File: config.mk
export PLATFORM = sky130hd
export DESIGN_NAME = dfb_front
export DESIGN_NICKNAME = d
export VERILOG_FILES = /design/src/rtl/dfb_pkg.sv /design/src/rtl/dfb_front.sv
export SDC_FILE = /design/constraint.sdc
export NUM_CORES = 1
export LEC_CHECK = 0
export BUFFER_PORTS_ARGS = -buffer_cell sky130_fd_sc_hd__buf_2
export CAP_MARGIN = 20
export CELL_PAD_IN_SITES_DETAIL_PLACEMENT = 0
export CELL_PAD_IN_SITES_GLOBAL_PLACEMENT = 2
export CORE_ASPECT_RATIO = 1.2
export CORE_MARGIN = 5
export CORE_UTILIZATION = 32
export DETAILED_ROUTE_END_ITERATION = 6
export HOLD_SLACK_MARGIN = 0.12
export PLACE_DENSITY = 0.82
export SYNTH_ARGS = -nofsm -noshare
export SYNTH_HDL_FRONTEND = slang
export SYNTH_SLANG_ARGS = --single-unit
File: constraint.sdc
create_clock -name clk_i -period 8.7 [get_ports clk_i]
set_input_delay 0.435 -clock clk_i [delete_from_list [all_inputs] [get_ports clk_i]]
set_output_delay 0.435 -clock clk_i [all_outputs]
set_load 0.02 [all_outputs]
File: src/rtl/dfb_pkg.sv
package dfb_pkg;

  localparam int FRAC_BITS = 16;
  // Quotient bits of every normalizing division; all quotients are at most 1.0.
  localparam int QB = FRAC_BITS + 1;
  localparam int DIV_CNT_W = $clog2(QB);

  localparam logic [31:0] ONE = 32'd1 << FRAC_BITS;
  localparam logic [30:0] DIAG_ONE = 31'd1 << FRAC_BITS;

  localparam int FIFO_DEPTH = 2;
  localparam int FIFO_PTR_W = $clog2(FIFO_DEPTH);

  localparam int CFG_IDX_W = 1;
  localparam int CFG_DATA_W = 16;
  localparam logic [CFG_IDX_W-1:0] CFG_MODE_2D = 1'b0;
  localparam logic [CFG_IDX_W-1:0] CFG_EPS = 1'b1;

  localparam logic [1:0] ROW_XLATE = 2'd3;

  typedef struct packed {
    logic signed [31:0] src_x;
    logic signed [31:0] src_y;
    logic signed [31:0] src_z;
    logic signed [31:0] dst_x;
    logic signed [31:0] dst_y;
    logic signed [31:0] dst_z;
    logic [30:0]        size_x;
    logic [30:0]        size_y;
    logic [30:0]        size_z;
  } in_req_t;

  typedef struct packed {
    logic [1:0]         row_index;
    logic signed [31:0] col_x;
    logic signed [31:0] col_y;
    logic signed [31:0] col_z;
    logic [30:0]        scale_diag;
    logic               last;
  } out_req_t;

  // Classified item: direction as sign and magnitude, already scaled into 31 bits.
  typedef struct packed {
    logic [2:0][31:0] dst;
    logic [2:0][30:0] dm;
    logic [2:0]       dn;
    logic             shifted;
    logic [30:0]      size_x;
    logic [30:0]      size_y;
    logic [30:0]      size_z;
  } job_t;

  typedef struct packed {
    logic        start;
    logic [63:0] rad;
  } sqrt_req_t;

  typedef struct packed {
    logic        done;
    logic [31:0] root;
  } sqrt_rsp_t;

  typedef struct packed {
    logic        start;
    logic [63:0] num;
    logic [31:0] den;
  } div_req_t;

  typedef struct packed {
    logic          done;
    logic [QB-1:0] quo;
  } div_rsp_t;

endpackage

File: src/rtl/dfb_front.sv
module dfb_front (
  input  logic             clk_i,
  input  logic             rst_ni,
  input  logic             in_valid_i,
  output logic             in_ready_o,
  input  dfb_pkg::in_req_t in_req_i,
  output logic             push_o,
  output dfb_pkg::job_t    job_o,
  input  logic             q_ready_i
);
  import dfb_pkg::*;

  logic          vld_q, vld_d;
  job_t          job_q, job_c;
  logic [2:0][31:0] src, dst;
  logic [2:0][32:0] diff, dmag;
  logic          big;

  always_comb begin
    src = {in_req_i.src_z, in_req_i.src_y, in_req_i.src_x};
    dst = {in_req_i.dst_z, in_req_i.dst_y, in_req_i.dst_x};
    big = 1'b0;
    for (int i = 0; i < 3; i++) begin
      diff[i] = {dst[i][31], dst[i]} - {src[i][31], src[i]};
      dmag[i] = diff[i][32] ? (33'd0 - diff[i]) : diff[i];
      big = big | dmag[i][32] | dmag[i][31];
    end
    // One halving always brings a 33-bit difference below 2^31.
    for (int i = 0; i < 3; i++) begin
      job_c.dm[i] = big ? dmag[i][31:1] : dmag[i][30:0];
      job_c.dn[i] = diff[i][32];
    end
    job_c.dst     = dst;
    job_c.shifted = big;
    job_c.size_x  = in_req_i.size_x;
    job_c.size_y  = in_req_i.size_y;
    job_c.size_z  = in_req_i.size_z;
  end

  assign in_ready_o = !vld_q || q_ready_i;
  assign push_o     = vld_q;
  assign job_o      = job_q;

  always_comb begin
    vld_d = vld_q;
    if (in_valid_i && in_ready_o) begin
      vld_d = 1'b1;
    end else if (q_ready_i) begin
      vld_d = 1'b0;
    end
  end

  always_ff @(posedge clk_i or negedge rst_ni) begin
    if (!rst_ni) begin
      vld_q <= 1'b0;
    end else begin
      vld_q <= vld_d;
    end
  end

  always_ff @(posedge clk_i) begin
    if (in_valid_i && in_ready_o) begin
      job_q <= job_c;
    end
  end

endmodule

---- Yosys cells after proc, flatten, opt, wreduce, memory -nomap -nowiden ----
Cells that the tools add are included.
storage, ports and cells
  flip-flop bits (word level) ............. 287
  input port bits ......................... 289
  output and inout port bits .............. 288
  word-level logic and storage cells ...... 35
cells by class
  $add $sub $neg .......................... 6
  muxes and demuxes ....................... 8
  bitwise operators ....................... 5
  reductions and logical operators ........ 4
operators by type and width
  operator                                           count
  2-to-1 mux 33 bit                                  3
  subtractor 1 x 33 -> 33 bit, first input constant  3
  subtractor 32 x 32 -> 33 bit                       3
  2-to-1 mux 31 bit                                  3
  bitwise OR 1 bit                                   5
  2-to-1 mux 1 bit                                   2
  nonzero test 2 bit                                 1
  logical AND 1 bit                                  1
  zero test 1 bit                                    1
  logical OR 1 bit                                   1

---- Longest topological paths before layout ----
  word-level depth ........................ 9
  mapped depth ............................ 22
  depth with buffers taken out ............ 19

---- Least setup slack after synthesis ----
Ideal clock, no wire load.
  path kind ............................... flip-flop to flip-flop
  start ................................... register vld_q, in the netlist push_o
  end ..................................... register job_q, in the netlist job_o[0], enable pin
  setup time .............................. 0.683 ns
  arrival time ............................ 7.227 ns
  data required time ...................... 8.017 ns
  setup slack ............................. 0.790 ns
  stages on the path, launching flop included .. 3
  buffers on the path ..................... 0
  clock period less this slack ............ 7.910 ns
  cells stage by stage .................... dfrtp_1 -> nand2b_1 -> and2_1
on the way
  word-level cells in the longest chain between the ends .. 3
RTL lines
  what                    RTL line         source
  from (decl)             dfb_front.sv:13  logic vld_q, vld_d;
  from (signal assigned)  dfb_front.sv:57  vld_q <= vld_d;
  zero test 1 bit         dfb_front.sv:40  assign in_ready_o = !vld_q || q_ready_i;
  logical OR 1 bit        dfb_front.sv:40
  named net in_ready_o    dfb_front.sv:5   output logic in_ready_o,
  logical AND 1 bit       dfb_front.sv:62  if (in_valid_i && in_ready_o) begin
  to (signal assigned)    dfb_front.sv:63  job_q <= job_c;
  to (decl)               dfb_front.sv:14  job_t job_q, job_c;
The timed path passes the listed nets, and every way through them passes these cells.
A chain may end at the register's enable or synchronous reset.

==> results.yml <==
synth:
  ys_ff_latch: 287
  synthesis.nets: 2335
  async_flop_share: 0.00348
  synth_edf_count: 286
  ys_seq_area_frac: 0.446
  yosysUniqueCellTypes: 94
  synth_area_um2: 19300
  syn_inst: 1944
  ys.flop_type: "edfxtp_1"
  synth.yosys.warnings: 0
  syn_avg_cell_area_um2: 9.93
  yosysTopAreaCell: "edfxtp_1"
  synth_top_area_share: 0.445
  synth.top_cells.by_area: "edfxtp_1, ha_1, a21oi_1, xnor2_1, nand2_1"
worst_setup_path:
  r2r_slack_ns: 5.40
  cp-endpoint: "job_o[161]"
  cp_max_fo: 41
  crit_start: "in_req_i[157]"
  critPathCaptureType: "register"
  r2r_end: "job_o[65]"
  worstRegToRegCells: 4
  r2r-start: "push_o"
  slowest_delay_ns: 0.70
  path_cells: "dlygate4sd3_1 > buf_2 > inv_1 > ha_1 > fa_1 > nand2b_1 > a21o_1 > a211oi_1 > buf_4 > o41ai_1 > o31ai_1 > xor2_1 > a211o_1 > nor4_1 > a21oi_1 > o21bai_4 > nor2_8 > inv_2 > buf_4 > o311ai_0 > a211oi_1"
  cp_data_arrival_time_ns: 7.18
  crit_required_ns: 9.06
  criticalPathCategory: "in -> reg"
  cp_slowest_cell: "o21bai_4"
  crit_path_start_kind: "primary input"
sta:
  skew_ns: 0.0129
  setup-tns-final_ns: 0
  fin_crit_sh: 0.785
  post-route-min-period_ns: 6.83
  worst_pin_slew_ns: 1.04
  hold_viol: 0
  maxSlewHeadroom: 0.309
  setup_viol: 0
  fmax_mhz: 146
  rsz0062_at_grt: "false"
  finalMaxSlewViolations: 0
power_and_ir_drop:
  peakVddDrop_mv: 0.133
  pwr-share-seq: 0.348
  combPwrFrac: 0.345
  p_int_uw: 3320
  p_leak_uw: 0.0109
  swShare: 0.351
  p_clk_frac: 0.307
  powerDensity_nw_per_um2: 196
  p_total_uw: 5110
  p_switching_uw: 1790
routing:
  drtAntennaViolNets: 0
  routed_wl_um: 71000
  drt_iter0_markers: 937
  drt-wirelength-per-cell_um: 20.2
  via_per_inst: 5.16
  drc: 0
  num_vias: 18106
  dr.pass1.iters: 5
global_route:
  first_global_vias: 18059
  grt_util_all_layers: 0.205
  antenna_found_initial: 5
  grt_pass1_wl_um: 106000
  grt_max_degree: 111
  overflow: 0
die:
  coreArea_um2: 59700
  dieArea_um2: 65400
  die_w_um: 234
  start_util: 0.323
  num_io_pins: 577
  num_rows: 98
  die_y_um: 279
layout:
  area_growth_syn_to_layout_pct: 34.9
  final_area_um2: 26000
  nFillCells: 5749
  nNetsFinal: 3072
  mostFrequentLayoutCells: "buf_2, edfxtp_1, dlygate4sd3_1"
  final_common_cell: "buf_2"
  layout-drive-gt1-share: 0.256
outcome:
  status: "completed"
placed_design:
  dp_hpwl_um: 55100
  dpl-instance-area_um2: 22900
  gp_congestion: 0.863
  port_buffers: 576
hold_path:
  hold_depth: 1
  hp-class: "in -> reg"
clocking:
  cts_buffer_depth: 3
  cts.clk_slew.worst_paths_ns: 0.06
  tritoncts: "yes"
  clock_latency_ns: 0.55
  htree_num_levels: 2
  cts-root-buf: "clkbuf_16"
  post_cts_resized: 0
  cts_buffers: 36
  numClockSinks: 287
flow_run:
  drv_cap: 0
## what timing repair did
item | in CTS | in global routing
setup buffers | 0 | 0
hold buffers | 189 | 1
hold endpoints to repair | 189 | 1
## cell usage after synthesis (all sizes together), types with 5 or more instances
cell type  number
or2            13
o21ai         101
clkbuf         42
buf            38
nor3           56
edfxtp        286
ha             99
xnor2          71
and2           32
nor4           14
or4            11
nand4          25
o211ai         33
nand3          48
nor2b          19
a31oi          34
a2111oi         7
xor2           46
nand2b         18
o2111ai        10
o211a          11
o311ai         11
o41ai           6
a221o           6
o2111a          5
nor4b           5
mux2i          45
nor2          128
a21o           30
o31ai           6
a211o           7
nand2         151
a41oi           9
inv           133
nor3b          12
a21oi         178
or3            24
a21boi         10
and3           35
o22ai           8
o21a           16
o21bai          9
a211oi         36
## sequential cells by signal, indices dropped and copies added, names as in the netlist
register  count
job_o       286
push_o        1
## power groups by stage
stage | logic (µW) | clock network, µW | registers, µW
after detailed placement | 1690 | 0 | 1810
final | 1760 | 1570 | 1780
after floorplan | 991 | 0 | 1980
after global routing | 1930 | 1680 | 1790
after CTS | 1770 | 1620 | 1780
after global placement | 1680 | 0 | 1810
## cell type report
type | instances | area [µm²] | share of cell area
diodes | 4 | 10.0 | 0.000384
clock buffers | 41 | 920 | 0.0353
clock inverters | 24 | 300 | 0.0115
inverters | 134 | 503 | 0.0193
multi-input cells | 1443 | 9800 | 0.376
flip-flops and latches | 287 | 8610 | 0.331
well taps | 800 | 1000 | 0.0384
repair buffers | 779 | 4890 | 0.188
## metal layers
layer,global-route usage,vias to the layer above,wire [µm]
met4,0.0616,0,1980
met2,0.361,566,35300
met5,0,-,0
met3,0.0427,109,4710
met1,0.250,8609,29000
li1,-,8822,-
## worst min path at each step
stage / start / to / slack [ns]
2_1_floorplan: rst_ni / push_o / 0.14
3_3_place_gp: rst_ni / push_o / 0.21
3_5_place_dp: rst_ni / push_o / 0.21
4_1_cts: in_req_i[186] / job_o[219] / 0.12
5_1_grt: in_req_i[94] / job_o[255] / 0.15
6_report: in_req_i[94] / job_o[255] / 0.17
## critical path, delay by kind of cell
kind                     cells  cell delay [ns]
XOR/XNOR                     1             0.23
adder cells (fa/ha/maj)      2             0.64
buffers and inverters        6             1.93
AO/OA/AOI/OAI                9             2.96
AND/OR/NAND/NOR              3             0.94
## per-stage QoR
stage	std cells	hold WS, ns	setup slack [ns]	utilization
5_1_grt	3512	0.153	1.39	0.436
4_1_cts	3507	0.123	1.80	0.436
3_3_place_gp	3253	0.210	1.91	0.384
2_1_floorplan	1944	0.139	0.790	-
6_report	3512	0.174	1.87	0.436
3_5_place_dp	3253	0.211	1.78	0.384
## cells by family after synthesis
family / Yosys count / synth area share
multiplexers: 52 / 0.0292
AO/OA/AOI/OAI: 568 / 0.197
XOR/XNOR: 117 / 0.0531
flip-flops: 287 / 0.446
buffers and inverters: 214 / 0.0472
AND/OR/NAND/NOR: 604 / 0.160
adder cells (fa/ha/maj): 102 / 0.0673
(Power assumes the default switching activity.)
