### config.mk
export PLATFORM = sky130hd
export DESIGN_NAME = dfb_sqrt
export DESIGN_NICKNAME = d
export VERILOG_FILES = /design/src/rtl/dfb_pkg.sv /design/src/rtl/dfb_sqrt.sv
export SDC_FILE = /design/constraint.sdc
export NUM_CORES = 1
export LEC_CHECK = 0
export ABC_CLOCK_PERIOD_IN_PS = 7970
export BUFFER_PORTS_ARGS = -buffer_cell sky130_fd_sc_hd__buf_4
export CAP_MARGIN = 15
export CORE_UTILIZATION = 40
export DETAILED_ROUTE_END_ITERATION = 10
export GPL_TIMING_DRIVEN = 0
export SLEW_MARGIN = 10
export SYNTH_ARGS = -nofsm -noshare
export SYNTH_HDL_FRONTEND = slang
export SYNTH_SLANG_ARGS = --single-unit
### constraint.sdc
create_clock -name clk_i -period 7.97 [get_ports clk_i]
set_clock_uncertainty 0.15 [all_clocks]
set_input_delay 2.391 -clock clk_i [delete_from_list [all_inputs] [get_ports clk_i]]
set_output_delay 2.391 -clock clk_i [all_outputs]
set_load 0.05 [all_outputs]
### src/rtl/dfb_pkg.sv
package dfb_pkg;

  localparam int FRAC_BITS = 16;
  // Quotient bits of every normalizing division; all quotients are at most 1.0.
  localparam int QB = FRAC_BITS + 1;
  localparam int DIV_CNT_W = $clog2(QB);

  localparam logic [31:0] ONE = 32'd1 << FRAC_BITS;
  localparam logic [30:0] DIAG_ONE = 31'd1 << FRAC_BITS;

  localparam int FIFO_DEPTH = 2;
  localparam int FIFO_PTR_W = $clog2(FIFO_DEPTH);

  localparam int CFG_IDX_W = 1;
  localparam int CFG_DATA_W = 16;
  localparam logic [CFG_IDX_W-1:0] CFG_MODE_2D = 1'b0;
  localparam logic [CFG_IDX_W-1:0] CFG_EPS = 1'b1;

  localparam logic [1:0] ROW_XLATE = 2'd3;

  typedef struct packed {
    logic signed [31:0] src_x;
    logic signed [31:0] src_y;
    logic signed [31:0] src_z;
    logic signed [31:0] dst_x;
    logic signed [31:0] dst_y;
    logic signed [31:0] dst_z;
    logic [30:0]        size_x;
    logic [30:0]        size_y;
    logic [30:0]        size_z;
  } in_req_t;

  typedef struct packed {
    logic [1:0]         row_index;
    logic signed [31:0] col_x;
    logic signed [31:0] col_y;
    logic signed [31:0] col_z;
    logic [30:0]        scale_diag;
    logic               last;
  } out_req_t;

  // Classified item: direction as sign and magnitude, already scaled into 31 bits.
  typedef struct packed {
    logic [2:0][31:0] dst;
    logic [2:0][30:0] dm;
    logic [2:0]       dn;
    logic             shifted;
    logic [30:0]      size_x;
    logic [30:0]      size_y;
    logic [30:0]      size_z;
  } job_t;

  typedef struct packed {
    logic        start;
    logic [63:0] rad;
  } sqrt_req_t;

  typedef struct packed {
    logic        done;
    logic [31:0] root;
  } sqrt_rsp_t;

  typedef struct packed {
    logic        start;
    logic [63:0] num;
    logic [31:0] den;
  } div_req_t;

  typedef struct packed {
    logic          done;
    logic [QB-1:0] quo;
  } div_rsp_t;

endpackage

### src/rtl/dfb_sqrt.sv
module dfb_sqrt (
  input  logic               clk_i,
  input  logic               rst_ni,
  input  dfb_pkg::sqrt_req_t req_i,
  output dfb_pkg::sqrt_rsp_t rsp_o
);
  import dfb_pkg::*;

  logic        busy_q, done_q;
  logic [63:0] n_q, r_q, b_q, trial;
  logic        ge;

  assign trial = r_q + b_q;
  assign ge    = n_q >= trial;
  assign rsp_o = '{done: done_q, root: r_q[31:0]};

  always_ff @(posedge clk_i or negedge rst_ni) begin
    if (!rst_ni) begin
      busy_q <= 1'b0;
      done_q <= 1'b0;
    end else if (req_i.start) begin
      busy_q <= 1'b1;
      done_q <= 1'b0;
    end else if (busy_q) begin
      busy_q <= !b_q[0];
      done_q <= b_q[0];
    end else begin
      done_q <= 1'b0;
    end
  end

  // One result bit per cycle, 32 root bits for a 64-bit radicand.
  always_ff @(posedge clk_i) begin
    if (req_i.start) begin
      n_q <= req_i.rad;
      r_q <= '0;
      b_q <= 64'd1 << 62;
    end else if (busy_q) begin
      if (ge) begin
        n_q <= n_q - trial;
        r_q <= (r_q >> 1) + b_q;
      end else begin
        r_q <= r_q >> 1;
      end
      b_q <= b_q >> 2;
    end
  end

endmodule

=== Word level (Yosys, flattened, before mapping) ===
Cells that the tools add are included.

* Add/sub/neg operators: 3
* $mul: 0
* Divide/modulo/power cells: 0
* $lt $le $gt $ge: 1
* Equal/unequal tests: 0
* Shift-type cells: 0
* Mux-type cells: 8
* Bitwise gates (word level): 0
* Reduce and logical (&&, ||, !) cells: 4

{| class="wikitable"
|+ Operators with widths
! operator !! number
|-
| $mux 64 || 4
|-
| $add 63x63->64 || 1
|-
| $add 64x63->64 || 1
|-
| $ge 64x64->1 || 1
|-
| $sub 64x64->64 || 1
|-
| $mux 1 || 4
|-
| $reduce_bool 2->1 || 2
|-
| $reduce_and 2->1 || 1
|-
| $logic_not 1->1 || 1
|}

* Flip-flop bits (word level): 162
* Bits in latches: 0
* Memory bits (writable): 0
* Bits in read-only memories: 0
* Bits of input ports: 67
* Output and inout port bits: 33
* Logic and storage cells: 21
* Memories kept: 0

=== Longest topological paths before layout ===
* Word-level depth: 5
* Mapped depth: 26
* Gate-level depth less buffers: 23

=== Least setup slack after synthesis ===
No wires, ideal clock.

* Path type: flip-flop to flip-flop
* Start point: reg r_q[12]
* End point: reg n_q[0], enable pin
* Library setup time: 0.692 ns
* Arrival: 5.372 ns
* Data required time: 7.128 ns
* Slack: 1.756 ns
* Cell stages (with the launch flop): 23
* Buffers on the path: 1
* Clock period less this slack: 6.214 ns
* Cell sequence: dfxtp_1 > ha_1 > a211oi_1 > a211oi_2 > a221o_1 > inv_1 > o21ai_0 > a31oi_1 > o21bai_1 > a21oi_1 > o21ai_0 > xnor2_1 > ha_1 > clkbuf_1 > a21o_1 > a31oi_1 > o21bai_1 > a211oi_1 > nand3_1 > nor3_2 > nor2_2 > nand2_1 > nand2_1

* Cells in the longest elaborated chain, start to end: 4

{| class="wikitable"
|+ RTL lines
! element !! RTL line !! text
|-
| start, declared || dfb_sqrt.sv:10 || <nowiki>logic [63:0] n_q, r_q, b_q, trial;</nowiki>
|-
| start signal, assigned || dfb_sqrt.sv:41 || <nowiki>r_q <= (r_q >> 1) + b_q;</nowiki>
|-
| start signal, assigned || dfb_sqrt.sv:43 || <nowiki>r_q <= r_q >> 1;</nowiki>
|-
| $add 64x63->64 || dfb_sqrt.sv:13 || <nowiki>assign trial = r_q + b_q;</nowiki>
|-
| $ge 64x64->1 || dfb_sqrt.sv:14 || <nowiki>assign ge = n_q >= trial;</nowiki>
|-
| $reduce_bool 2->1 (no source line) || - ||
|-
| $reduce_and 2->1 (no source line) || - ||
|-
| end signal, assigned || dfb_sqrt.sv:35 || <nowiki>n_q <= req_i.rad;</nowiki>
|-
| end signal, assigned || dfb_sqrt.sv:40 || <nowiki>n_q <= n_q - trial;</nowiki>
|-
| end, declared || dfb_sqrt.sv:10 ||
|}

Every way passes these cells.
A chain may end at the register's enable or synchronous reset.

=== Worst setup path after layout ===
* Start point: reg b_q[0]
* End point: reg n_q[25], enable pin

* Cells in the longest elaborated chain, start to end: 4

{| class="wikitable"
|+ RTL lines
! element !! RTL line !! text
|-
| start, declared || dfb_sqrt.sv:10 ||
|-
| start signal, assigned || dfb_sqrt.sv:37 || <nowiki>b_q <= 64'd1 << 62;</nowiki>
|-
| start signal, assigned || dfb_sqrt.sv:45 || <nowiki>b_q <= b_q >> 2;</nowiki>
|-
| $add 64x63->64 || dfb_sqrt.sv:13 ||
|-
| $ge 64x64->1 || dfb_sqrt.sv:14 ||
|-
| $reduce_bool 2->1 (no source line) || - ||
|-
| $reduce_and 2->1 (no source line) || - ||
|}

Every way passes these cells.

==> results.toml <==
[critical_path]
worstPathArrival_ps = 7500
rrSetupSlack_ps = 460
path_max_fanout = 42
critPathCaptureType = "flip-flop"
crit_required_ps = 7960
path_class = "flip-flop to flip-flop"
cp-start-kind = "flip-flop"

[clock_network]
clk_pin_slew_ps = 80
clock_sinks = 162
cts_tree = "yes"
cts_resized = 0
cts.path.max_buffers = 2
numCtsBuffers = 17
cts_root_buffer = "clkbuf_16"
post_cts_buffers = 0
hold_buffers = 0
cts_max_level = 4
clk_latency_ps = 470

[logic_synthesis]
synthDistinctLibCells = 87
yosysWarnings = 0
synth_edf_count = 64
async_flop_share_pct = 1.235
synth_fp_nets = 2129
synth_area_mm2 = 0.01523
synth.top_cell.area_share_pct = 12.62
synthTopCellsByArea = "dfxtp_1 13%, edfxtp_1 13%, ha_1 11%"
synthCells = 1931
synth-seq-cells = 162
synth-seq-area-share_pct = 25.56
synth_largest_area_cell = "dfxtp_1"
postSynthAreaPerCell_um2 = 7.888
synth-main-ff-cell = "dfxtp_1"

[floorplanning]
start_util_pct = 40.54
die_w_um = 197.1
dieArea_mm2 = 0.03886
core_area_mm2 = 0.03758
placementRows = 71
num_io_pins = 100
die_h_um = 197.1

[cells_and_area]
drive_gt1_share_pct = 10.77
nets = 2247
post-route-util_pct = 45.78
syn_to_final_growth_pct = 12.94
num-fill-cells = 3822
ff_latch_area_mm2 = 0.003894
multiInputGateArea_mm2 = 0.01047

[place]
place_ws_ps = 609.9
place_congestion = 0.9421
dpl.hpwl_um = 41530
numPortBuffers = 98

[grt]
grt_use_total_pct = 27.67
grt_pass1_wl_um = 82400
grt_pass1_vias = 14390
grt_max_degree = 43
antenna_found_initial = 0
overflow = 0

[job]
maxCapViolCount = 0

[pwr]
power.density_mw_per_mm2 = 342.6
max-vdd-ir-drop_uv = 220.3
leakagePower_nw = 6.854

[sta]
setup_ws_ps = 456.6
period_share_pct = 94.27
min_period_ps = 7513
relSlewSlack_pct = 18.99
fmaxAchievable_ghz = 0.1331
hold_viol = 0
worst_pin_slew_ps = 1215
fin_tns_setup_ps = 0
finalSetupViolations = 0
rsz0062_at_grt = "false"
maxSlewViolCount = 0

[detailed_routing]
first_pass_iters = 5
vias = 15090
wire_per_inst_um = 20.93
vias_per_cell = 5.863
drcViolationCount = 0
drt_iter0_drc = 1265
drt_wl_total_um = 53870
ant_nets = 0

[min_path]
hp-class = "flip-flop to flip-flop"

[run_status]
status = "finished, final reports clean"
[routing by layer]
layer  track usage [%]  part of all wire [%]  vias to the layer above  wire [um]
li1                  -                     -                     7357          -
met5                 0                     0                        -          0
met1             36.20                    45                     7209      24080
met4             9.934                   3.0                        0       1593
met3             3.398                   5.1                       65       2774
met2             46.64                    47                      461      25420
[cell usage after synthesis, types with 11 or more instances]
cell type / count
a211oi_1: 42
a21boi_0: 14
a21o_1: 37
a21oi_1: 136
a221oi_1: 15
a311oi_1: 13
a31oi_1: 65
and2_1: 17
and3_1: 20
buf_2: 13
buf_4: 37
clkbuf_1: 81
dfxtp_1: 96
edfxtp_1: 64
ha_1: 130
inv_1: 44
mux2i_1: 49
nand2_1: 222
nand3_1: 37
nand4_1: 51
nor2_1: 164
nor2b_1: 18
nor3_1: 21
o211ai_1: 13
o21ai_0: 171
o21ai_1: 11
o21bai_1: 25
o31ai_1: 18
or3_1: 11
xnor2_1: 89
xor2_1: 67
[critical path, stage by stage, from the launching register on]
cell and delay [ps]:
dfxtp_1 480, ha_1 230, ha_1 180, a21oi_1 120
o21ai_0 620, a221oi_2 250, a21oi_1 290, a21oi_1 160
o31ai_1 520, nand2_1 190, a211oi_1 380, o21ai_0 150
xor2_1 200, ha_1 290, clkbuf_1 310, nand4_1 260
o41ai_1 510, nand2_1 310, nor2_2 460, nand2_1 330
nand2_4 430, buf_16 290
[through the flow]
step	hold slack (ps)	std cells	instance area (um2)	power, mW
2_1_floorplan	323.6	1931	15230	3.921
3_3_place_gp	380.6	2540	16610	4.959
3_5_place_dp	394.3	2541	16640	4.998
4_1_cts	399.6	2573	17200	5.852
5_1_grt	428.2	2573	17200	6.287
6_report	402.3	2574	17200	5.893
[state kept, by name (all words and copies together) (netlist names)]
| signal | count |
|---|---|
| b_q | 32 |
| busy_q | 1 |
| n_q | 64 |
| done_q | 1 |
| r_q | 64 |
[path summary, 6_finish.rpt]
check | start | cells past startpoint | end
setup reg to reg | b_q[0]$_SDFFE_PP0P_ | 21 | n_q[25]$_DFFE_PP_
hold reg to reg | r_q[42]$_SDFFE_PP0P_ | 2 | r_q[42]$_SDFFE_PP0P_
max in group asynchronous | rst_ni | 1 | busy_q$_DFF_PN0_
hold / removal | r_q[42]$_SDFFE_PP0P_ | 2 | r_q[42]$_SDFFE_PP0P_
setup / recovery | b_q[0]$_SDFFE_PP0P_ | 21 | n_q[25]$_DFFE_PP_
min in group asynchronous | rst_ni | 1 | done_q$_DFF_PN0_
[cells in the final DEF, fill, tap and decap left out, types with 17 or more instances in the layout]
| master | count |
|---|---|
| o31ai_1 | 18 |
| a21oi_1 | 136 |
| nand4_1 | 51 |
| xor2_1 | 67 |
| edfxtp_1 | 64 |
| and2_1 | 17 |
| a211oi_1 | 42 |
| o21ai_0 | 171 |
| dfxtp_1 | 96 |
| nor3_1 | 21 |
| o21bai_1 | 25 |
| nor2_1 | 164 |
| nor2b_1 | 18 |
| a31oi_1 | 65 |
| mux2i_1 | 49 |
| clkbuf_16 | 17 |
| buf_4 | 135 |
| xnor2_1 | 89 |
| clkbuf_1 | 82 |
| ha_1 | 130 |
| inv_1 | 44 |
| a21o_1 | 37 |
| and3_1 | 20 |
| nand3_1 | 37 |
| nand2_1 | 221 |
[power by group]
group | internal (mW) | switching [mW]
logic | 1.33 | 2.41
clock network | 0.419 | 0.413
registers | 1.19 | 0.130
total | 2.94 | 2.96
[area by class of cell]
cell class | count | share of cell area [%]
Antenna cell | 1 | 0.01455
Buffer | 142 | 4.109
Timing Repair Buffer | 99 | 4.437
Tap cell | 511 | 3.717
Multi-Input combinational cell | 1581 | 60.84
Clock buffer | 19 | 2.575
Sequential cell | 162 | 22.63
Inverter | 46 | 1.004
Clock inverter | 13 | 0.6691
[cells by family after synthesis]
logic type,Yosys count,share of synthesized area (%)
DFF,162,25.56
xor gates and xnor gates,156,8.970
buffers and inverters,188,5.775
AOI/OAI and AO/OA,633,26.63
adders and majority gates,131,10.81
and+or+nand+nor,605,18.52
muxes,56,3.737
(Power assumes the default switching activity.)
