==> src/rtl/dfb_pkg.sv <==
package dfb_pkg;

  localparam int FRAC_BITS = 16;
  // Quotient bits of every normalizing division; all quotients are at most 1.0.
  localparam int QB = FRAC_BITS + 1;
  localparam int DIV_CNT_W = $clog2(QB);

  localparam logic [31:0] ONE = 32'd1 << FRAC_BITS;
  localparam logic [30:0] DIAG_ONE = 31'd1 << FRAC_BITS;

  localparam int FIFO_DEPTH = 2;
  localparam int FIFO_PTR_W = $clog2(FIFO_DEPTH);

  localparam int CFG_IDX_W = 1;
  localparam int CFG_DATA_W = 16;
  localparam logic [CFG_IDX_W-1:0] CFG_MODE_2D = 1'b0;
  localparam logic [CFG_IDX_W-1:0] CFG_EPS = 1'b1;

  localparam logic [1:0] ROW_XLATE = 2'd3;

  typedef struct packed {
    logic signed [31:0] src_x;
    logic signed [31:0] src_y;
    logic signed [31:0] src_z;
    logic signed [31:0] dst_x;
    logic signed [31:0] dst_y;
    logic signed [31:0] dst_z;
    logic [30:0]        size_x;
    logic [30:0]        size_y;
    logic [30:0]        size_z;
  } in_req_t;

  typedef struct packed {
    logic [1:0]         row_index;
    logic signed [31:0] col_x;
    logic signed [31:0] col_y;
    logic signed [31:0] col_z;
    logic [30:0]        scale_diag;
    logic               last;
  } out_req_t;

  // Classified item: direction as sign and magnitude, already scaled into 31 bits.
  typedef struct packed {
    logic [2:0][31:0] dst;
    logic [2:0][30:0] dm;
    logic [2:0]       dn;
    logic             shifted;
    logic [30:0]      size_x;
    logic [30:0]      size_y;
    logic [30:0]      size_z;
  } job_t;

  typedef struct packed {
    logic        start;
    logic [63:0] rad;
  } sqrt_req_t;

  typedef struct packed {
    logic        done;
    logic [31:0] root;
  } sqrt_rsp_t;

  typedef struct packed {
    logic        start;
    logic [63:0] num;
    logic [31:0] den;
  } div_req_t;

  typedef struct packed {
    logic          done;
    logic [QB-1:0] quo;
  } div_rsp_t;

endpackage

==> src/rtl/dfb_div.sv <==
module dfb_div (
  input  logic              clk_i,
  input  logic              rst_ni,
  input  dfb_pkg::div_req_t req_i,
  output dfb_pkg::div_rsp_t rsp_o
);
  import dfb_pkg::*;

  logic                 busy_q, done_q;
  logic [DIV_CNT_W-1:0] cnt_q;
  logic [31:0]          rem_q, den_q;
  logic [QB-1:0]        nb_q, q_q;
  logic [32:0]          t, tdiff;
  logic                 ge;

  assign t     = {rem_q, nb_q[QB-1]};
  assign tdiff = t - {1'b0, den_q};
  assign ge    = t >= {1'b0, den_q};
  assign rsp_o = '{done: done_q, quo: q_q};

  always_ff @(posedge clk_i or negedge rst_ni) begin
    if (!rst_ni) begin
      busy_q <= 1'b0;
      done_q <= 1'b0;
      cnt_q  <= '0;
    end else if (req_i.start) begin
      busy_q <= 1'b1;
      done_q <= 1'b0;
      cnt_q  <= DIV_CNT_W'(QB - 1);
    end else if (busy_q) begin
      if (cnt_q == '0) begin
        busy_q <= 1'b0;
        done_q <= 1'b1;
      end else begin
        cnt_q <= cnt_q - 1'b1;
      end
    end else begin
      done_q <= 1'b0;
    end
  end

  // The quotient is known to fit in QB bits, so the high numerator part
  // starts out below the divisor and only QB restoring steps remain.
  always_ff @(posedge clk_i) begin
    if (req_i.start) begin
      rem_q <= req_i.num[QB+31:QB];
      nb_q  <= req_i.num[QB-1:0];
      den_q <= req_i.den;
      q_q   <= '0;
    end else if (busy_q) begin
      rem_q <= ge ? tdiff[31:0] : t[31:0];
      q_q   <= {q_q[QB-2:0], ge};
      nb_q  <= nb_q << 1;
    end
  end

endmodule

==> config.mk <==
export PLATFORM = sky130hd
export DESIGN_NAME = dfb_div
export DESIGN_NICKNAME = d
export VERILOG_FILES = /design/src/rtl/dfb_pkg.sv /design/src/rtl/dfb_div.sv
export SDC_FILE = /design/constraint.sdc
export NUM_CORES = 1
export LEC_CHECK = 0
export BUFFER_PORTS_ARGS = -buffer_cell sky130_fd_sc_hd__buf_4
export CORE_ASPECT_RATIO = 0.8
export CORE_UTILIZATION = 56
export DETAILED_ROUTE_END_ITERATION = 10
export PLACE_DENSITY_LB_ADDON = 0.3
export SLEW_MARGIN = 20
export SYNTH_ARGS = -nofsm -noshare
export SYNTH_HDL_FRONTEND = slang
export SYNTH_SLANG_ARGS = --single-unit
==> constraint.sdc <==
create_clock -name clk_i -period 6 [get_ports clk_i]
set_clock_uncertainty 0.05 [all_clocks]
set_input_delay 0.3 -clock clk_i [delete_from_list [all_inputs] [get_ports clk_i]]
set_output_delay 0.3 -clock clk_i [all_outputs]
set_load 0.01 [all_outputs]
Yosys cells after proc, flatten, opt, wreduce, memory -nomap -nowiden
Cells that the tools add are included.
{"block": "totals", "out_inout_bits": 18, "inputBits": 99, "ff_bits": 105, "latchBits": 0, "ramBits": 0, "mem_count": 0, "elab_cells": 29, "romBits": 0}
{"block": "classes", "eq_ne": 2, "order_cmp": 1, "div": 0, "mul": 0, "bitwise_logic": 0, "n_shift": 0, "mux": 14, "n_addsub": 2, "n_reduce_logical": 3}
{"op": "$mux 32", "n": 3}
{"op": "$mux 17", "n": 2}
{"op": "$ge 33x32->1", "n": 1}
{"op": "$sub 32x32->32", "n": 1}
{"op": "$mux 5", "n": 3}
{"op": "$mux 1", "n": 6}
{"op": "$logic_not 5->1", "n": 1}
{"op": "$sub 5x1->5 const B", "n": 1}
{"op": "$ne 3x2->1 const B", "n": 1}
{"op": "$ne 2x2->1 const B", "n": 1}
{"op": "$reduce_and 2->1", "n": 1}
{"op": "$reduce_bool 2->1", "n": 1}

Logic depth before layout (Yosys ltp)
{"block": "depth", "word_depth": 4, "depth_mapped": 14, "mapped_depth_nobuf": 13}

Least setup slack after synthesis
No wires, ideal clock.
{"block": "synth_timing", "path_type": "register to register", "startpoint": "register nb_q[16]", "endpoint": "register rem_q[28] (data pin)", "arrival_ns": 2.773, "setup_time_ns": 0.261, "t_required_ns": 5.689, "path_stages_with_launch": 14, "path_buffers": 0, "path_slack_ns": 2.916, "cell_sequence": "edfxtp_1 > inv_1 > ha_1 > inv_1 > fa_1 > a21oi_1 > o21ai_0 > a211o_1 > nand2_1 > a311oi_1 > a221oi_1 > a21oi_1 > xor2_1 > a221o_1"}
{"block": "synth_via", "elab_chain_len": 4, "word_cells_on_any_way": 5, "cone_classes": "add/sub: 1; order compare: 1; mux: 3"}
{"item": "start: declaration", "line_no": "dfb_div.sv:12", "rtl": "logic [QB-1:0] nb_q, q_q;"}
{"item": "start signal: assignment", "line_no": "dfb_div.sv:47", "rtl": "nb_q <= req_i.num[QB-1:0];"}
{"item": "start signal: assignment", "line_no": "dfb_div.sv:53", "rtl": "nb_q <= nb_q << 1;"}
{"item": "$sub 32x32->32 or $ge 33x32->1 (tied branches)", "line_no": "dfb_div.sv:17, dfb_div.sv:18"}
{"item": "$mux 32 *", "line_no": "dfb_div.sv:51", "rtl": "rem_q <= ge ? tdiff[31:0] : t[31:0];"}
{"item": "$mux 32 *", "line_no": "dfb_div.sv:50", "rtl": "end else if (busy_q) begin"}
{"item": "$mux 32 *", "line_no": "dfb_div.sv:45", "rtl": "if (req_i.start) begin"}
{"item": "end signal: assignment", "line_no": "dfb_div.sv:46", "rtl": "rem_q <= req_i.num[QB+31:QB];"}
{"item": "end signal: assignment", "line_no": "dfb_div.sv:51"}
{"item": "end: declaration", "line_no": "dfb_div.sv:11", "rtl": "logic [31:0] rem_q, den_q;"}
Mark *: on every way between the ends. The rest lies on a longest branch, timed or not. The select of a mux whose other input is x is not followed.
A chain may end at the register's enable or synchronous reset.

Final worst setup path
{"block": "layout_timing", "startpoint": "register rem_q[17]", "endpoint": "register rem_q[25] (data pin)"}
{"block": "layout_via", "elab_chain_len": 4, "word_cells_on_any_way": 5, "cone_classes": "add/sub: 1; order compare: 1; mux: 3"}
{"item": "$sub 32x32->32 or $ge 33x32->1 (tied branches)", "line_no": "dfb_div.sv:17, dfb_div.sv:18"}
{"item": "$mux 32 *", "line_no": "dfb_div.sv:51"}
{"item": "$mux 32 *", "line_no": "dfb_div.sv:50"}
{"item": "$mux 32 *", "line_no": "dfb_div.sv:45"}
Marks and branches as above.

==> results.py <==
metrics = {
    "outcome": {
        "outcome": "finished clean",
    },
    "synthesis": {
        "ys.flop_type": "edfxtp_1",
        "synth_edf_count": 81,
        "yosysSeqAreaShare": 0.475,
        "synthesis.area_um2": 6200,
        "synth.net_count": 695,
        "async_flop_share": 0.0667,
        "postSynthCellCount": 561,
        "yosys_warnings": 0,
        "synth_cell_types": 63,
        "ys_seq_elements": 105,
        "avgSynthCellArea_um2": 11.1,
    },
    "critical_path": {
        "rr_worst_depth": 9,
        "r2r_end": "rem_q[25]",
        "reg2reg_slack_ns": 2.18,
        "cp_common_cell": "mux2_2",
        "arrival_ns": 3.88,
        "max_stage_delay_ns": 0.79,
        "path_cells": "ha_1 -> nand4_1 -> nor3_2 -> nand3_1 -> o41ai_2 -> nor2_1 -> o21bai_4 -> mux2_2 -> mux2_2",
        "critical-path-top-delay-family": "compound AO/OA/AOI/OAI gates",
        "r2r_start": "rem_q[17]",
        "cp.required_ns": 6.07,
        "end_kind": "flip-flop",
        "critPathSlowestCell": "o21bai_4",
        "path_class": "flip-flop to flip-flop",
        "critPathLaunchType": "flip-flop",
        "worst-path-max-fanout": 29,
        "worst-path-buf-inv": 0,
    },
    "timing": {
        "tns_ns": 0,
        "fin_ws_ns": 2.18,
        "drv_slew": 0,
        "fmax_ghz": 0.262,
        "setup_violations": 0,
        "fin_crit_ns": 3.82,
        "relSlewSlack": 0.323,
        "hold_viol_final": 0,
        "rsz0062_at_grt": "false",
        "worst_slew_pin_slew_ns": 1.01,
        "post-route-period-util": 0.636,
        "holdWs_ns": 0.0578,
    },
    "layout": {
        "fillers": 810,
        "nets": 784,
        "area_growth_pct": 18.7,
        "finalInstanceArea_um2": 7360,
        "antenna-diode-count": 0,
        "drive_gt1_frac": 0.275,
    },
    "grt": {
        "grt_use_total": 0.241,
        "gr-total-overflow": 0,
        "antenna_found_initial": 0,
        "grt_pass1_wl_mm": 21.4,
        "grt_max_degree": 78,
        "grt_pass1_vias": 4490,
    },
    "die": {
        "num_io_pins": 117,
        "die_w_um": 120,
        "dieHeight_um": 96.1,
        "dieArea_um2": 11500,
        "num_rows": 33,
        "core_region_area_um2": 10500,
        "initial_utilization": 0.591,
    },
    "pwr": {
        "p_per_area_nw_per_um2": 491,
        "leakagePower_nw": 3.29,
        "peakVddDrop_v": 0.000211,
    },
    "routing": {
        "drt_iter0_markers": 315,
        "drtAntennaViolNets": 0,
        "routed_wl_mm": 13.2,
        "vias": 4573,
        "routedWlPerCell_um": 16.6,
        "drcViolationCount": 0,
        "vias_per_cell": 5.75,
        "drt_first_pass_iters": 5,
    },
    "clock_network": {
        "post_cts_buffers": 0,
        "clock_sinks": 105,
        "cts_root_buf": "clkbuf_16",
        "cts_tree": "done",
        "clockBufferDepth": 2,
        "tritoncts.num_buffers": 9,
        "cts.htree.levels": 3,
        "clk_latency_ns": 0.36,
        "cts_resized": 0,
        "clk_pin_slew_worst_paths_ns": 0.08,
    },
    "hold_path": {
        "holdPathEnd": "den_q[30]",
        "whs_path_depth": 1,
        "hold_class": "input pin to flip-flop",
        "min-delay-start": "req_i[30]",
    },
    "job": {
        "maxCapViolations": 0,
    },
    "place": {
        "place_hpwl_mm": 9.26,
        "numPortBuffers": 101,
        "dp_slack_ns": 2.23,
        "placed_cell_area_um2": 7030,
        "place.gp.congestion": 0.902,
    },
}
layout by cell type, fill, tap and decap left out, drive strengths merged, types with 4 or more instances in the layout:
cell,count
a211oi,5
a21o,19
a21oi,37
a221o,4
a31oi,5
a41oi,4
and2,5
buf,102
clkbuf,9
clkinv,6
dfrtp,7
dfxtp,17
edfxtp,81
ha,34
inv,46
mux2,53
mux2i,21
nand2,27
nand2b,5
nand3,10
nand4,5
nor2,44
nor2b,5
nor3,9
nor3b,8
o21a,5
o21ai,14
xnor2,18
xor2,11
cell families after synthesis:
group,after synthesis,synth area share
simple gates,128,0.101
xor+xnor,29,0.0410
flops,105,0.475
buf+inv,70,0.0472
compound gates,120,0.134
fa+ha+maj,35,0.0718
mux,74,0.130
layout make-up:
| type | instances | area, um^2 | share of cell area |
|---|---|---|---|
| Clock buffer | 9 | 225 | 0.0306 |
| Clock inverter | 7 | 98.8 | 0.0134 |
| Inverter | 45 | 169 | 0.0229 |
| Multi-Input combinational cell | 386 | 2970 | 0.404 |
| Sequential cell | 105 | 2950 | 0.400 |
| Tap cell | 140 | 175 | 0.0238 |
| Timing Repair Buffer | 103 | 776 | 0.105 |
per-layer routing:
metal | vias to the layer above | part of all wire | routed length [um] | GRT usage
li1 | 2223 | - | - | -
met1 | 2171 | 0.46 | 6050 | 0.311
met2 | 150 | 0.46 | 6050 | 0.393
met3 | 29 | 0.063 | 824 | 0.0628
met4 | 0 | 0.020 | 264 | 0.0885
met5 | - | 0 | 0 | 0
flip-flops by register name, indices dropped and copies added (netlist names):
register  cells
busy_q        1
cnt_q         5
den_q        32
done_q        1
nb_q         17
q_q          17
rem_q        32
cells in the mapped netlist (2+ instances only):
cell type / instances / area, um^2
a211o_1: 3 / 26.3
a211oi_1: 5 / 37.5
a21boi_0: 2 / 15.0
a21o_1: 19 / 143
a21oi_1: 37 / 185
a221o_1: 4 / 40.0
a311oi_1: 2 / 17.5
a31oi_1: 5 / 31.3
a41oi_1: 4 / 35.0
and2_1: 4 / 25.0
and3_1: 2 / 12.5
buf_1: 3 / 11.3
buf_2: 3 / 15.0
buf_4: 2 / 15.0
clkbuf_1: 15 / 56.3
dfrtp_1: 7 / 175
dfxtp_1: 17 / 340
edfxtp_1: 81 / 2430
ha_1: 34 / 425
inv_1: 45 / 169
mux2_2: 53 / 597
mux2i_1: 21 / 210
nand2_1: 26 / 97.6
nand2b_1: 5 / 31.3
nand3_1: 10 / 50.1
nand4_1: 5 / 31.3
nor2_1: 43 / 161
nor2b_1: 5 / 31.3
nor3_1: 8 / 40.0
nor3b_1: 8 / 60.1
nor4_1: 2 / 12.5
o21a_1: 5 / 37.5
o21ai_0: 10 / 50.1
o21ai_1: 4 / 20.0
o221ai_1: 2 / 17.5
o31a_1: 3 / 26.3
o31ai_1: 2 / 15.0
or3_1: 3 / 18.8
xnor2_1: 18 / 158
xor2_1: 11 / 96.3
per-stage QoR:
step	util	cells	power [mW]
CTS	0.702	795	3.61
floorplan	-	561	2.59
global route	0.702	795	3.85
global placement	0.670	778	2.90
finish	0.702	795	3.61
detailed placement	0.670	778	2.97
how the worst max path moves through the flow:
stage                     cells past startpoint  startpoint        end  slack, ns
final                                         9   rem_q[17]  rem_q[25]       2.18
after global routing                         10    rem_q[0]  rem_q[25]       1.95
after CTS                                     9   rem_q[17]  rem_q[12]       2.17
after detailed placement                      9   rem_q[17]  rem_q[25]       2.23
after global placement                       10    rem_q[6]  rem_q[19]       2.30
after floorplan                              13    nb_q[16]  rem_q[28]       2.92
report_power, final:
part,total (mW),internal (mW),switching [mW],leakage (nW)
Clock,0.611,0.302,0.309,0.154
Combinational,1.86,0.883,0.975,2.08
Sequential,1.14,1.03,0.116,1.06
what timing repair did:
action | in CTS | in global routing
hold endpoints to repair | 7 | 0
hold buffers | 1 | 0
setup endpoints to repair | 0 | 0
Note: power is estimated with default switching activity, not from simulation.
